**config.mk**
```make
export PLATFORM = sky130hd
export DESIGN_NAME = eqs_fifo
export DESIGN_NICKNAME = d
export VERILOG_FILES = /design/src/rtl/eqs_pkg.sv /design/src/rtl/eqs_fifo.sv
export SDC_FILE = /design/constraint.sdc
export NUM_CORES = 1
export LEC_CHECK = 0
export ABC_AREA = 1
export BUFFER_PORTS_ARGS = -buffer_cell sky130_fd_sc_hd__buf_2
export CAP_MARGIN = 5
export CORE_MARGIN = 4
export CORE_UTILIZATION = 40
export DETAILED_ROUTE_END_ITERATION = 8
export PLACE_DENSITY = 0.67
export SLEW_MARGIN = 25
export SYNTH_ARGS = -nofsm -noshare
export SYNTH_HDL_FRONTEND = slang
export SYNTH_SLANG_ARGS = --single-unit
```
**constraint.sdc**
```tcl
create_clock -name clk -period 2.73 [get_ports clk]
set_input_delay 0 -clock clk [delete_from_list [all_inputs] [get_ports clk]]
set_output_delay 0 -clock clk [all_outputs]
set_load 0.01 [all_outputs]
```
**src/rtl/eqs_pkg.sv**
```systemverilog
// Shared types, constants and the CORDIC angle table for the sphere point block.
package eqs_pkg;
	localparam int PIX_W = 20;
	localparam int CW = 34;
	localparam int PW = 2 * CW;
	localparam int RW = 25 + CW;
	localparam int OUT_W = 25;
	localparam int CFG_IDX_W = 2;
	localparam int CFG_DATA_W = 24;
	localparam logic signed [CW-1:0] CORDIC_GAIN = 34'sd652032874;
	localparam logic signed [RW-1:0] OUT_LIMIT = RW'(16777215);

	localparam logic [CFG_IDX_W-1:0] REG_WIDTH = 2'd0;
	localparam logic [CFG_IDX_W-1:0] REG_HEIGHT = 2'd1;
	localparam logic [CFG_IDX_W-1:0] REG_RADIUS = 2'd2;

	localparam logic [1:0] QUAD_0 = 2'd0;
	localparam logic [1:0] QUAD_1 = 2'd1;
	localparam logic [1:0] QUAD_2 = 2'd2;

	localparam logic [31:0] ATAN_TAB [0:23] = '{
		32'd536870912, 32'd316933406, 32'd167458907, 32'd85004756, 32'd42667331,
		32'd21354465, 32'd10679838, 32'd5340245, 32'd2670163, 32'd1335087,
		32'd667544, 32'd333772, 32'd166886, 32'd83443, 32'd41722, 32'd20861,
		32'd10430, 32'd5215, 32'd2608, 32'd1304, 32'd652, 32'd326, 32'd163, 32'd81
	};

	// divisors already scaled (16*width, 32*height) with zero read as one
	typedef struct packed {
		logic [19:0] wdiv;
		logic [20:0] hdiv;
		logic [23:0] radius;
	} cfg_t;
endpackage

```
**src/rtl/eqs_fifo.sv**
```systemverilog
// Small item queue between the input port and the divider.
module eqs_fifo import eqs_pkg::*; #(
	parameter int W = 40
) (
	input  logic         clk,
	input  logic         arst_n,
	input  logic         wr,
	input  logic [W-1:0] wdata,
	output logic         full,
	input  logic         rd,
	output logic [W-1:0] rdata,
	output logic         empty
);
	localparam int DEPTH = 4;
	logic [W-1:0] mem_q [0:DEPTH-1];
	logic [1:0] wp_q, rp_q;
	logic [2:0] cnt_q;
	logic do_wr, do_rd;

	assign full = (cnt_q == 3'(DEPTH));
	assign empty = (cnt_q == 3'd0);
	assign do_wr = wr && !full;
	assign do_rd = rd && !empty;
	assign rdata = mem_q[rp_q];

	always_ff @(posedge clk) begin
		if (do_wr) begin
			mem_q[wp_q] <= wdata;
		end
	end

	always_ff @(posedge clk or negedge arst_n) begin
		if (!arst_n) begin
			wp_q <= '0;
			rp_q <= '0;
			cnt_q <= '0;
		end else begin
			if (do_wr) begin
				wp_q <= wp_q + 2'd1;
			end
			if (do_rd) begin
				rp_q <= rp_q + 2'd1;
			end
			cnt_q <= cnt_q + 3'(do_wr) - 3'(do_rd);
		end
	end

`ifndef SYNTHESIS
	a_cnt_bound: assert property (@(posedge clk) disable iff (!arst_n) cnt_q <= 3'(DEPTH))
		else $error("queue count overflow");
	a_cnt_up: assert property (@(posedge clk) disable iff (!arst_n)
		(do_wr && !do_rd) |=> cnt_q == $past(cnt_q) + 3'd1)
		else $error("queue count missed a write");
	a_cnt_dn: assert property (@(posedge clk) disable iff (!arst_n)
		(do_rd && !do_wr) |=> cnt_q == $past(cnt_q) - 3'd1)
		else $error("queue count missed a read");
`endif
endmodule

```
==> qor.csv <==
stage;metric;value;unit
logic_synthesis;ys_seq_elements;167;
timing;report.final.slew_viol_count;0;
place;dpl.hpwl;7.91;mm
layout;design_area;8430;um^2
timing;relSlewSlack;49.2;%
floorplan;die_x;137;um
layout;final_cell_mix;edfxtp_1, nand2_1, buf_2, nor2_1, o21ai_0;
power_and_ir_drop;power_density;1060;nW/um^2
logic_synthesis;netlist_top_cells_area;edfxtp_1, nand2_1, o21ai_0, nor2_1, inv_1;
routing;vias;4340;
power_and_ir_drop;power;8.93;mW
hold_path;hold_path.class;in2reg;
place;dp.cells;850;
timing;layout_min_cycle_time;2.20;ns
routing;postRouteWirelength;13.5;mm
worst_setup_path;critPathMaxFanout;41;
routing;post_drt_wl_per_cell;14.5;um
grt;grt_pass1_wl;21.6;mm
worst_setup_path;cp.required;2.73;ns
place;dp_slack;0.607;ns
layout;finalCoreUtilization;51.0;%
worst_setup_path;cp.arrival;2.20;ns
routing;drtIter0Drc;311;
floorplan;die_area;18900;um^2
clock_tree;clk_pin_slew;0.06;ns
layout;mostFrequentLayoutCell;edfxtp_1;
logic_synthesis;yosys.area.top_type;edfxtp_1;
worst_setup_path;path_class;reg2out;
timing;whs;0.324;ns
grt;grt_usage;15.0;%
clock_tree;clock_path_buffers;2;
layout;nFillCells;1449;
routing;drc;0;
logic_synthesis;netlist_area;6710;um^2
place;dpl_cell_area;7360;um^2
clock_tree;post_cts_buffers;0;
timing;fin_crit_sh;80.7;%
floorplan;io_pins;86;
clock_tree;cts-root-buf;clkbuf_16;
place;io_buffers;85;
timing;fin_skew;0.00749;ns
logic_synthesis;syn_nets;615;
clock_tree;cts_num_sinks;167;
logic_synthesis;yosys.area.top_type_share;71.6;%
logic_synthesis;synth_edf_count;160;
run;maxCapViolCount;0;
clock_tree;cts_resized;0;
logic_synthesis;yosysSeqAreaShare;74.2;%
layout;nets;744;
layout;stdcell_count;927;
floorplan;die_h;137;um
clock_tree;cts_tree;built;
grt;grt_pass1_vias;4330;
timing;setup-violations-final;0;
floorplan;initial_core_util;40.6;%
worst_setup_path;endpoint_kind;primary output;
hold_path;whs_path_depth;2;
floorplan;fp-row-count;47;
layout;area_growth_syn_to_layout;25.6;%
timing;tightest_slew;0.762;ns
routing;drt_first_pass_iters;5;
routing;via_per_inst;4.68;
timing;fin_tns_setup;0;ns
routing;drtAntennaViolNets;0;
worst_setup_path;reg2regPathDepth;9;
place;gp_congestion;0.695;
timing;fmax;0.454;GHz
grt;grt.overflow.total;0;
layout;drive_gt1_share;18.1;%
logic_synthesis;yosysUniqueCellTypes;16;
power_and_ir_drop;peakVddDrop;0.000480;V
grt;antenna_found_initial;1;
logic_synthesis;postSynthAreaPerCell;11.9;um^2
worst_setup_path;critPathLaunchType;flip-flop;
floorplan;coreArea;16500;um^2
power_and_ir_drop;p_leak;3.43;nW
timing;hold_viol;0;
logic_synthesis;async_reset_ff_share;4.19;%
logic_synthesis;syn_inst;564;
clock_tree;ctsHtreeMaxLevel;4;
clock_tree;clock_latency;0.42;ns
clock_tree;numCtsBuffers;17;
timing;rsz0062_at_grt;false;
logic_synthesis;ys_warn_count;0;
grt;grt_max_degree;88;
logic_synthesis;synth_top_flop_cell;edfxtp_1;
timing;setup_slack;0.528;ns
run_status;run_status;completed;
timing repair:
action	4_1_cts	5_1_grt
setup endpoints to repair	0	0
hold buffers	44	0
endpoints found under the hold margin	171	0
Yosys cell counts, types with 2 or more instances:
master	instances
inv_1	54
buf_4	2
buf_6	7
dfrtp_1	7
ha_1	6
buf_1	5
nand2_1	139
o21ai_0	79
clkbuf_1	11
nand3_1	4
inv_2	2
edfxtp_1	160
nor2_1	85
registers in the layout, summed over array words and instances, names as in the netlist:
name	flops
wp_q	2
rp_q	2
mem_q	160
cnt_q	3
metal layers:
layer / up-vias / global-route usage (%) / routed length, um
met5: - / 0 / 0
met4: 0 / 5.43 / 260
met3: 25 / 3.76 / 672
met2: 97 / 25.9 / 6730
met1: 2075 / 18.2 / 5790
li1: 2143 / - / -
power breakdown:
part / switching (mW) / internal (mW)
Clock: 0.965 / 1.54
Sequential: 0.201 / 3.38
Combinational: 1.89 / 0.950
Total: 3.06 / 5.87
cells by family after synthesis:
logic type / after synthesis / share of synthesized area (%)
simple gates: 229 / 12.9
flops: 167 / 74.2
buf+inv: 81 / 5.43
compound gates: 80 / 5.97
fa+ha+maj: 7 / 1.42
area by class of cell:
| cell class | instances | area [um^2] | share of cell area (%) |
|---|---|---|---|
| antenna | 1 | 2.50 | 0.0297 |
| clock buffer | 18 | 429 | 5.09 |
| clock inverter | 14 | 196 | 2.33 |
| inverter | 56 | 210 | 2.49 |
| multi-input combinational | 316 | 1390 | 16.5 |
| sequential | 167 | 4980 | 59.1 |
| tap | 220 | 275 | 3.27 |
| timing repair buffer | 135 | 936 | 11.1 |
path summary, 6_finish.rpt:
kind | startpoint | end | slack, ns
max in group asynchronous | arst_n | rp_q[0] | 1.90
min in group asynchronous | arst_n | rp_q[0] | 0.55
worst max register to register | cnt_q[1] | cnt_q[2] | 0.58
worst min register to register | rp_q[1] | rp_q[1] | 0.49
worst max-delay path | rp_q[0] | rdata[10] | 0.53
worst min-delay path | wdata[37] | mem_q[1][37] | 0.32
worst max-delay path, cell delays in order, from the launching register on:
cell,delay [ns]
dfrtp_4,0.64
inv_2,0.63
o21ai_0,0.20
nand2_1,0.14
buf_2,0.15
No activity file was read; power rests on OpenSTA's default activity.
