===== src/rtl/eqs_pkg.sv =====
// Shared types, constants and the CORDIC angle table for the sphere point block.
package eqs_pkg;
	localparam int PIX_W = 20;
	localparam int CW = 34;
	localparam int PW = 2 * CW;
	localparam int RW = 25 + CW;
	localparam int OUT_W = 25;
	localparam int CFG_IDX_W = 2;
	localparam int CFG_DATA_W = 24;
	localparam logic signed [CW-1:0] CORDIC_GAIN = 34'sd652032874;
	localparam logic signed [RW-1:0] OUT_LIMIT = RW'(16777215);

	localparam logic [CFG_IDX_W-1:0] REG_WIDTH = 2'd0;
	localparam logic [CFG_IDX_W-1:0] REG_HEIGHT = 2'd1;
	localparam logic [CFG_IDX_W-1:0] REG_RADIUS = 2'd2;

	localparam logic [1:0] QUAD_0 = 2'd0;
	localparam logic [1:0] QUAD_1 = 2'd1;
	localparam logic [1:0] QUAD_2 = 2'd2;

	localparam logic [31:0] ATAN_TAB [0:23] = '{
		32'd536870912, 32'd316933406, 32'd167458907, 32'd85004756, 32'd42667331,
		32'd21354465, 32'd10679838, 32'd5340245, 32'd2670163, 32'd1335087,
		32'd667544, 32'd333772, 32'd166886, 32'd83443, 32'd41722, 32'd20861,
		32'd10430, 32'd5215, 32'd2608, 32'd1304, 32'd652, 32'd326, 32'd163, 32'd81
	};

	// divisors already scaled (16*width, 32*height) with zero read as one
	typedef struct packed {
		logic [19:0] wdiv;
		logic [20:0] hdiv;
		logic [23:0] radius;
	} cfg_t;
endpackage


===== src/rtl/eqs_front.sv =====
// Front end: configuration registers and divisor preparation.
module eqs_front import eqs_pkg::*; (
	input  logic                  clk,
	input  logic                  arst_n,
	input  logic                  cfg_valid,
	output logic                  cfg_ready,
	input  logic [CFG_IDX_W-1:0]  cfg_index,
	input  logic [CFG_DATA_W-1:0] cfg_data,
	output cfg_t                  cfg
);
	logic [15:0] width_q, height_q;
	logic [23:0] radius_q;
	logic [15:0] w_eff, h_eff;

	assign cfg_ready = 1'b1;

	always_ff @(posedge clk or negedge arst_n) begin
		if (!arst_n) begin
			width_q <= 16'd2048;
			height_q <= 16'd1024;
			radius_q <= 24'd25600;
		end else if (cfg_valid) begin
			case (cfg_index)
				REG_WIDTH: width_q <= cfg_data[15:0];
				REG_HEIGHT: height_q <= cfg_data[15:0];
				REG_RADIUS: radius_q <= cfg_data;
				default: ;
			endcase
		end
	end

	assign w_eff = (width_q == 16'd0) ? 16'd1 : width_q;
	assign h_eff = (height_q == 16'd0) ? 16'd1 : height_q;
	assign cfg.wdiv = {w_eff, 4'd0};
	assign cfg.hdiv = {h_eff, 5'd0};
	assign cfg.radius = radius_q;
endmodule


===== config.mk =====
export PLATFORM = sky130hd
export DESIGN_NAME = eqs_front
export DESIGN_NICKNAME = d
export VERILOG_FILES = /design/src/rtl/eqs_pkg.sv /design/src/rtl/eqs_front.sv
export SDC_FILE = /design/constraint.sdc
export NUM_CORES = 1
export LEC_CHECK = 0
export BUFFER_PORTS_ARGS = -buffer_cell sky130_fd_sc_hd__buf_2
export CAP_MARGIN = 20
export CORE_ASPECT_RATIO = 0.8
export CORE_MARGIN = 1
export CORE_UTILIZATION = 40
export CTS_CLUSTER_DIAMETER = 30
export CTS_CLUSTER_SIZE = 8
export DETAILED_ROUTE_END_ITERATION = 10
export GPL_TIMING_DRIVEN = 0
export PLACE_DENSITY_LB_ADDON = 0.25
export SETUP_SLACK_MARGIN = 0.5
export SKIP_CTS_REPAIR_TIMING = 1
export SLEW_MARGIN = 10
export SYNTH_ARGS = -nofsm -noshare
export SYNTH_HDL_FRONTEND = slang
export SYNTH_SLANG_ARGS = --single-unit

===== constraint.sdc =====
create_clock -name clk -period 1.1 [get_ports clk]
set_clock_uncertainty 0.05 [all_clocks]
set_input_delay 0.055 -clock clk [delete_from_list [all_inputs] [get_ports clk]]
set_output_delay 0.055 -clock clk [all_outputs]
set_load 0.005 [all_outputs]

==> flow_metrics.env, run 1 <==
export IMPL_end_kind="primary output"
export IMPL_netlist_area_um2=2390
export IMPL_hold_viol=107
export IMPL_syn_area_per_cell_um2=14.0
export IMPL_utilization_pct=61.8
export IMPL_clk_pin_slew_ps=100
export IMPL_cap_violations=0
export IMPL_antenna_found_initial=0
export IMPL_violations="negative hold slack, negative setup slack"
export IMPL_tightest_slew_ps=728
export IMPL_crit_chain="nor4_4 > a41o_1 > buf_2"
export IMPL_mostFrequentLayoutCells="buf_2 (77), mux2_4 (51), dfrtp_1 (51), clkbuf_1 (29), buf_4 (19)"
export IMPL_fp_dieW_um=88.4
export IMPL_wl_per_cell_um=15.3
export IMPL_synthDistinctLibCells=13
export IMPL_powerDensity_nw_per_um2=1620
export IMPL_grt_pass1_vias=1483
export IMPL_hold_path_class="in2async"
export IMPL_critPathMaxStageDelay_ps=430
export IMPL_r2r_start="width_q[7]$_DFFE_PN0P_"
export IMPL_start_util_pct=42.6
export IMPL_grt_pass1_wl_mm=7.58
export IMPL_yosys_area_top_type="dfrtp_1"
export IMPL_io_pins=95
export IMPL_power_switching_mw=1.52
export IMPL_crit_fanout=3
export IMPL_dr_total_vias=1633
export IMPL_cp_startpoint="width_q[1]$_DFFE_PN0P_"
export IMPL_clock_sinks=56
export IMPL_grt_usage_pct=16.4
export IMPL_gr_total_overflow=0
export IMPL_holdWs_ps=-259
export IMPL_layout_drive_gt1_share_pct=66.4
export IMPL_io_buffers=84
export IMPL_insertion_delay_ps=300
export IMPL_rsz0062_at_grt="yes"
export IMPL_die_y_um=71.1
export IMPL_final_area_um2=3470
export IMPL_core_um2=5620
export IMPL_dr_pass1_iters=4
export IMPL_routed_wl_mm=5.58
export IMPL_syn_inst=171
export IMPL_diodes=0
export IMPL_comb_power_share_pct=29.5
export IMPL_worst_slack_ps=-373
export IMPL_cts_root_buffer="clkbuf_8"
export IMPL_cts_tree="done"
export IMPL_outcome="complete, but fails checks"
export IMPL_place_gp_congestion=0.722
export IMPL_synth_warnings=0
export IMPL_cts_buffers=5
export IMPL_drt_initial_drc_count=40
export IMPL_post_dp_cell_area_um2=3000
export IMPL_tns_ps=-1210
export IMPL_yosysTopAreaCellShare_pct=53.4
export IMPL_vdd_drop_max_uv=1050
export IMPL_post_route_period_util_pct=134
export IMPL_cts_buffer_depth=2
export IMPL_setup_viol=8
export IMPL_required_ps=1000
export IMPL_slew_headroom_pct=51.4
export IMPL_p_int_mw=4.09
export IMPL_p_seq_share_pct=49.8
export IMPL_netlist_top_cells_area="dfrtp_1 (53%), mux2_2 (26%), dfstp_2 (5.5%), clkbuf_1 (4.7%), buf_4 (3.1%)"
export IMPL_drc=0
export IMPL_area_delta_synth_final_pct=45.3
export IMPL_hpwl_mm=3.54
export IMPL_vias_per_cell=4.49
export IMPL_p_clk_share_pct=20.6
export IMPL_period_minus_slack_ps=1470
export IMPL_worst_ep_arrival_time_ps=1370
export IMPL_postRouteAntennaNets=0
export IMPL_critPathSlowestCell="dfrtp_1"
export IMPL_clock_fmax_mhz=679
export IMPL_switching_share_pct=27.1
export IMPL_num_rows=24
export IMPL_h_tree_depth=2
export IMPL_total_power_mw=5.61
export IMPL_cp_start_kind="register"
export IMPL_crit_type="reg2out"
export IMPL_seq_area_frac_synth_pct=58.9
export IMPL_grt_max_degree=57
export IMPL_ys_ff_latch=56
export IMPL_final_common_cell="buf_2"
export IMPL_reg2reg_slack_ps=110
export IMPL_finalMaxSlewViolations=0
export IMPL_p_leak_nw=1.82
export IMPL_fin_nets=314
export IMPL_die_area_um2=6290
[power groups by stage]
stage	Combinational [mW]	Sequential (mW)	Clock, mW
CTS	1.27	2.73	1.19
global placement	1.25	2.75	0
finish	1.66	2.80	1.16
detailed placement	1.27	2.77	0
floorplan	0.681	2.72	0
global route	1.81	2.85	1.25
[layout make-up]
cell class	instances	area, um2
fillers	452	2140
flip-flops and latches	56	1410
clock inverters	2	10.0
plain buffers	44	243
clock buffers	6	82.6
well taps	78	97.6
multi-input cells	79	1030
repair buffers	99	603
[cells by family (layout without fill, tap and decap cells)]
group                  count (synthesis)  after routing  share of synthesized area [%]
multiplexers                          56             56                           26.4
AND/OR/NAND/NOR                       11             11                           3.72
flip-flops                            56             56                           58.9
other                                  2             10                          0.314
AO/OA/AOI/OAI                          2              2                          0.838
buffers and inverters                 44            151                           9.84
[metrics by stage]
| step | setup WS (ps) | std cells | hold WS, ps |
|---|---|---|---|
| final | -373 | 364 | -259 |
| after global routing | -462 | 364 | -187 |
| after CTS | -513 | 349 | -226 |
| after detailed placement | -315 | 341 | 104 |
| after global placement | -300 | 341 | 237 |
| after floorplan | 41.4 | 179 | -291 |
[state kept, by name (all words and copies together), names as in the netlist]
| signal | flops |
|---|---|
| height_q | 16 |
| width_q | 16 |
| radius_q | 24 |
[worst max-delay path, delay by kind of cell, from the launching register on]
kind | cells | cell delay, ps
buffers and inverters | 1 | 110
and+or+nand+nor | 1 | 330
AOI/OAI and AO/OA | 1 | 200
DFF | 1 | 430
[metal layers]
| layer | vias to the layer above | global-route usage [%] | wire (um) |
|---|---|---|---|
| met5 | - | 0 | 0 |
| met4 | 0 | 4.30 | 21 |
| met3 | 2 | 3.97 | 252 |
| met2 | 54 | 23.9 | 2580 |
| met1 | 802 | 24.5 | 2730 |
| li1 | 775 | - | - |
[synth_stat cells]
| cell type | n |
|---|---|
| mux2_2 | 56 |
| dfrtp_1 | 51 |
| clkbuf_1 | 30 |
| buf_4 | 10 |
| nor4_1 | 6 |
| dfstp_2 | 5 |
| buf_6 | 3 |
| a41o_1 | 2 |
| conb_1 | 2 |
| nand3b_2 | 2 |
| nor3_1 | 2 |
| clkbuf_8 | 1 |
| nor3b_4 | 1 |
[final timing paths]
| path | cells after the start | end |
|---|---|---|
| setup / recovery | 3 | cfg[49] |
| hold / removal | 1 | radius_q[23]$_DFFE_PN0P_ |
| setup reg to reg | 2 | width_q[7]$_DFFE_PN0P_ |
| hold reg to reg | 1 | radius_q[23]$_DFFE_PN0P_ |
| max in group asynchronous | 1 | width_q[0]$_DFFE_PN0P_ |
| min in group clk | 2 | radius_q[16]$_DFFE_PN0P_ |
Power figures use the tool's default switching activity.
==> run 2, diff against run 1 <==
Settings changed: CTS_BUF_LIST from default to sky130_fd_sc_hd__clkbuf_16.
==> run 2 against run 1 <==
  * The run still ends with negative hold slack, negative setup slack left
  * Count of clock-buffer cells in the layout decreased by 1
  * Worst setup slack improved by 32 ps
  * Maximum frequency increased by 2.2%
  * Design area increased by 0.94%
  * First-iteration DRC count increased by 30%
  * Flip-flop and latch count unchanged
  * Non-clock buffer count decreased by 3
  * Register-to-register slack about the same
  * Sequential power about the same
  * Sequential share of layout area decreased by 0.38 points
  * Power increased by 5.6%
  * Cell count decreased by 0.82%
  * Critical path type unchanged
==> flow_metrics.env, run 2 (same netlist as run 1, synthesis figures left out) <==
export IMPL_outcome="complete, but fails checks"
export IMPL_violations="negative hold slack, negative setup slack"
export IMPL_holdWs_ps=-222
export IMPL_hpwl_mm=3.54
export IMPL_die_area_um2=6290
export IMPL_start_util_pct=42.6
export IMPL_routed_wl_mm=5.57
export IMPL_h_tree_depth=2
export IMPL_regMostFlops="radius_q"
export IMPL_area_delta_synth_final_pct=46.6
export IMPL_postRouteAntennaNets=0
export IMPL_crit_type="reg2out"
export IMPL_final_area_um2=3500
export IMPL_post_dp_cell_area_um2=3000
export IMPL_p_int_mw=4.38
export IMPL_fp_dieW_um=88.4
export IMPL_required_ps=1000
export IMPL_vias_per_cell=4.51
export IMPL_p_clk_share_pct=25.7
export IMPL_worst_slack_ps=-341
export IMPL_clk_pin_slew_ps=70
export IMPL_numPlacedInstances=341
export IMPL_drt_initial_drc_count=52
export IMPL_hold_viol=87
export IMPL_post_place_ws_ps=-315
export IMPL_period_minus_slack_ps=1440
export IMPL_wl_met2_mm=2.48
export IMPL_worst_ep_arrival_time_ps=1340
export IMPL_cts_tree="done"
export IMPL_grt_pass1_wl_mm=7.58
export IMPL_powerDensity_nw_per_um2=1690
export IMPL_final_common_cell="buf_2"
export IMPL_insertion_delay_ps=280
export IMPL_diodes=0
export IMPL_stdcell_count=361
export IMPL_drc=0
export IMPL_place_gp_congestion=0.722
export IMPL_largest_register_ffs=24
export IMPL_dr_pass1_iters=4
export IMPL_gr_total_overflow=0
export IMPL_cap_violations=0
export IMPL_cts_buffers=5
export IMPL_crit_fanout=3
export IMPL_cts_root_buffer="clkbuf_16"
export IMPL_dr_wl_met3_um=229
export IMPL_slew_headroom_pct=52.0
export IMPL_p_leak_nw=1.83
export IMPL_core_um2=5620
export IMPL_wl_met1_mm=2.82
export IMPL_grt_pass1_vias=1484
export IMPL_comb_power_share_pct=27.0
export IMPL_power_switching_mw=1.55
export IMPL_grt_max_degree=57
export IMPL_clock_fmax_mhz=694
export IMPL_grt_usage_pct=16.4
export IMPL_hold_path_class="in2async"
export IMPL_end_kind="primary output"
export IMPL_vdd_drop_max_uv=848
export IMPL_io_pins=95
export IMPL_p_seq_share_pct=47.3
export IMPL_die_y_um=71.1
export IMPL_num_rows=24
export IMPL_finalMaxSlewViolations=0
export IMPL_tightest_slew_ps=719
export IMPL_setup_viol=6
export IMPL_dr_total_vias=1627
export IMPL_cts_buffer_depth=2
export IMPL_top_regs="radius_q: 24 flops, height_q: 16 flops, width_q: 16 flops"
export IMPL_rsz0062_at_grt="yes"
export IMPL_layout_drive_gt1_share_pct=65.7
export IMPL_switching_share_pct=26.2
export IMPL_mostFrequentLayoutCells="buf_2 (78), mux2_4 (53), dfrtp_1 (51), clkbuf_1 (30), buf_4 (17)"
export IMPL_io_buffers=84
export IMPL_fin_nets=311
export IMPL_antenna_found_initial=0
export IMPL_clock_sinks=56
export IMPL_cp_start_kind="register"
export IMPL_highest_signal_layer="met4"
export IMPL_post_route_period_util_pct=131
export IMPL_wl_per_cell_um=15.4
[run 2: changes by cell type in the layout (fill, tap and decap cells not counted), sizes merged]
cell and change:
clkinv +1, buf -3, clkbuf -1
[run 2: final cells by class]
type	count	area (um2)
flip-flops and latches	56	1410
clock buffers	5	125
multi-input cells	79	1040
fillers	450	2110
well taps	78	97.6
repair buffers	96	574
plain buffers	44	244
clock inverters	3	13.8
[run 2: worst paths after layout]
| check | start | to | slack, ps | cells past startpoint |
|---|---|---|---|---|
| setup / recovery | width_q[1]$_DFFE_PN0P_ | cfg[49] | -340 | 3 |
| hold / removal | arst_n | radius_q[23]$_DFFE_PN0P_ | -220 | 1 |
| setup reg to reg | width_q[3]$_DFFE_PN0P_ | width_q[3]$_DFFE_PN0P_ | 100 | 2 |
| hold reg to reg | radius_q[7]$_DFFE_PN0P_ | radius_q[7]$_DFFE_PN0P_ | 450 | 1 |
| max in group asynchronous | arst_n | width_q[5]$_DFFE_PN0P_ | 750 | 1 |
| min in group clk | cfg_data[16] | radius_q[16]$_DFFE_PN0P_ | -50 | 2 |
[run 2: stage by stage]
| step | setup TNS (ps) | utilization [%] | total power [mW] |
|---|---|---|---|
| after floorplan | 0 | - | 3.40 |
| after global placement | -12990 | 53.3 | 4.01 |
| after detailed placement | -5330 | 53.3 | 4.04 |
| after CTS | -1070 | 55.8 | 5.56 |
| after global routing | -1170 | 62.4 | 6.21 |
| final | -834 | 62.4 | 5.93 |
[run 2: power groups by stage]
stage	combinational, mW	sequential, mW	clock [mW]
6_report	1.60	2.80	1.52
5_1_grt	1.75	2.86	1.61
4_1_cts	1.27	2.73	1.55
3_5_place_dp	1.27	2.77	0
3_3_place_gp	1.25	2.75	0
2_1_floorplan	0.681	2.72	0
[run 2: layer usage]
metal | global-route usage (%) | vias up
li1 | - | 765
met1 | 24.1 | 801
met2 | 24.5 | 56
met3 | 3.97 | 5
met4 | 4.30 | 0
met5 | 0 | -
[run 2: critical path, stage by stage (launching register included)]
cell and delay (ps):
dfrtp_1 420, nor4_4 320, a41o_1 200, buf_2 110
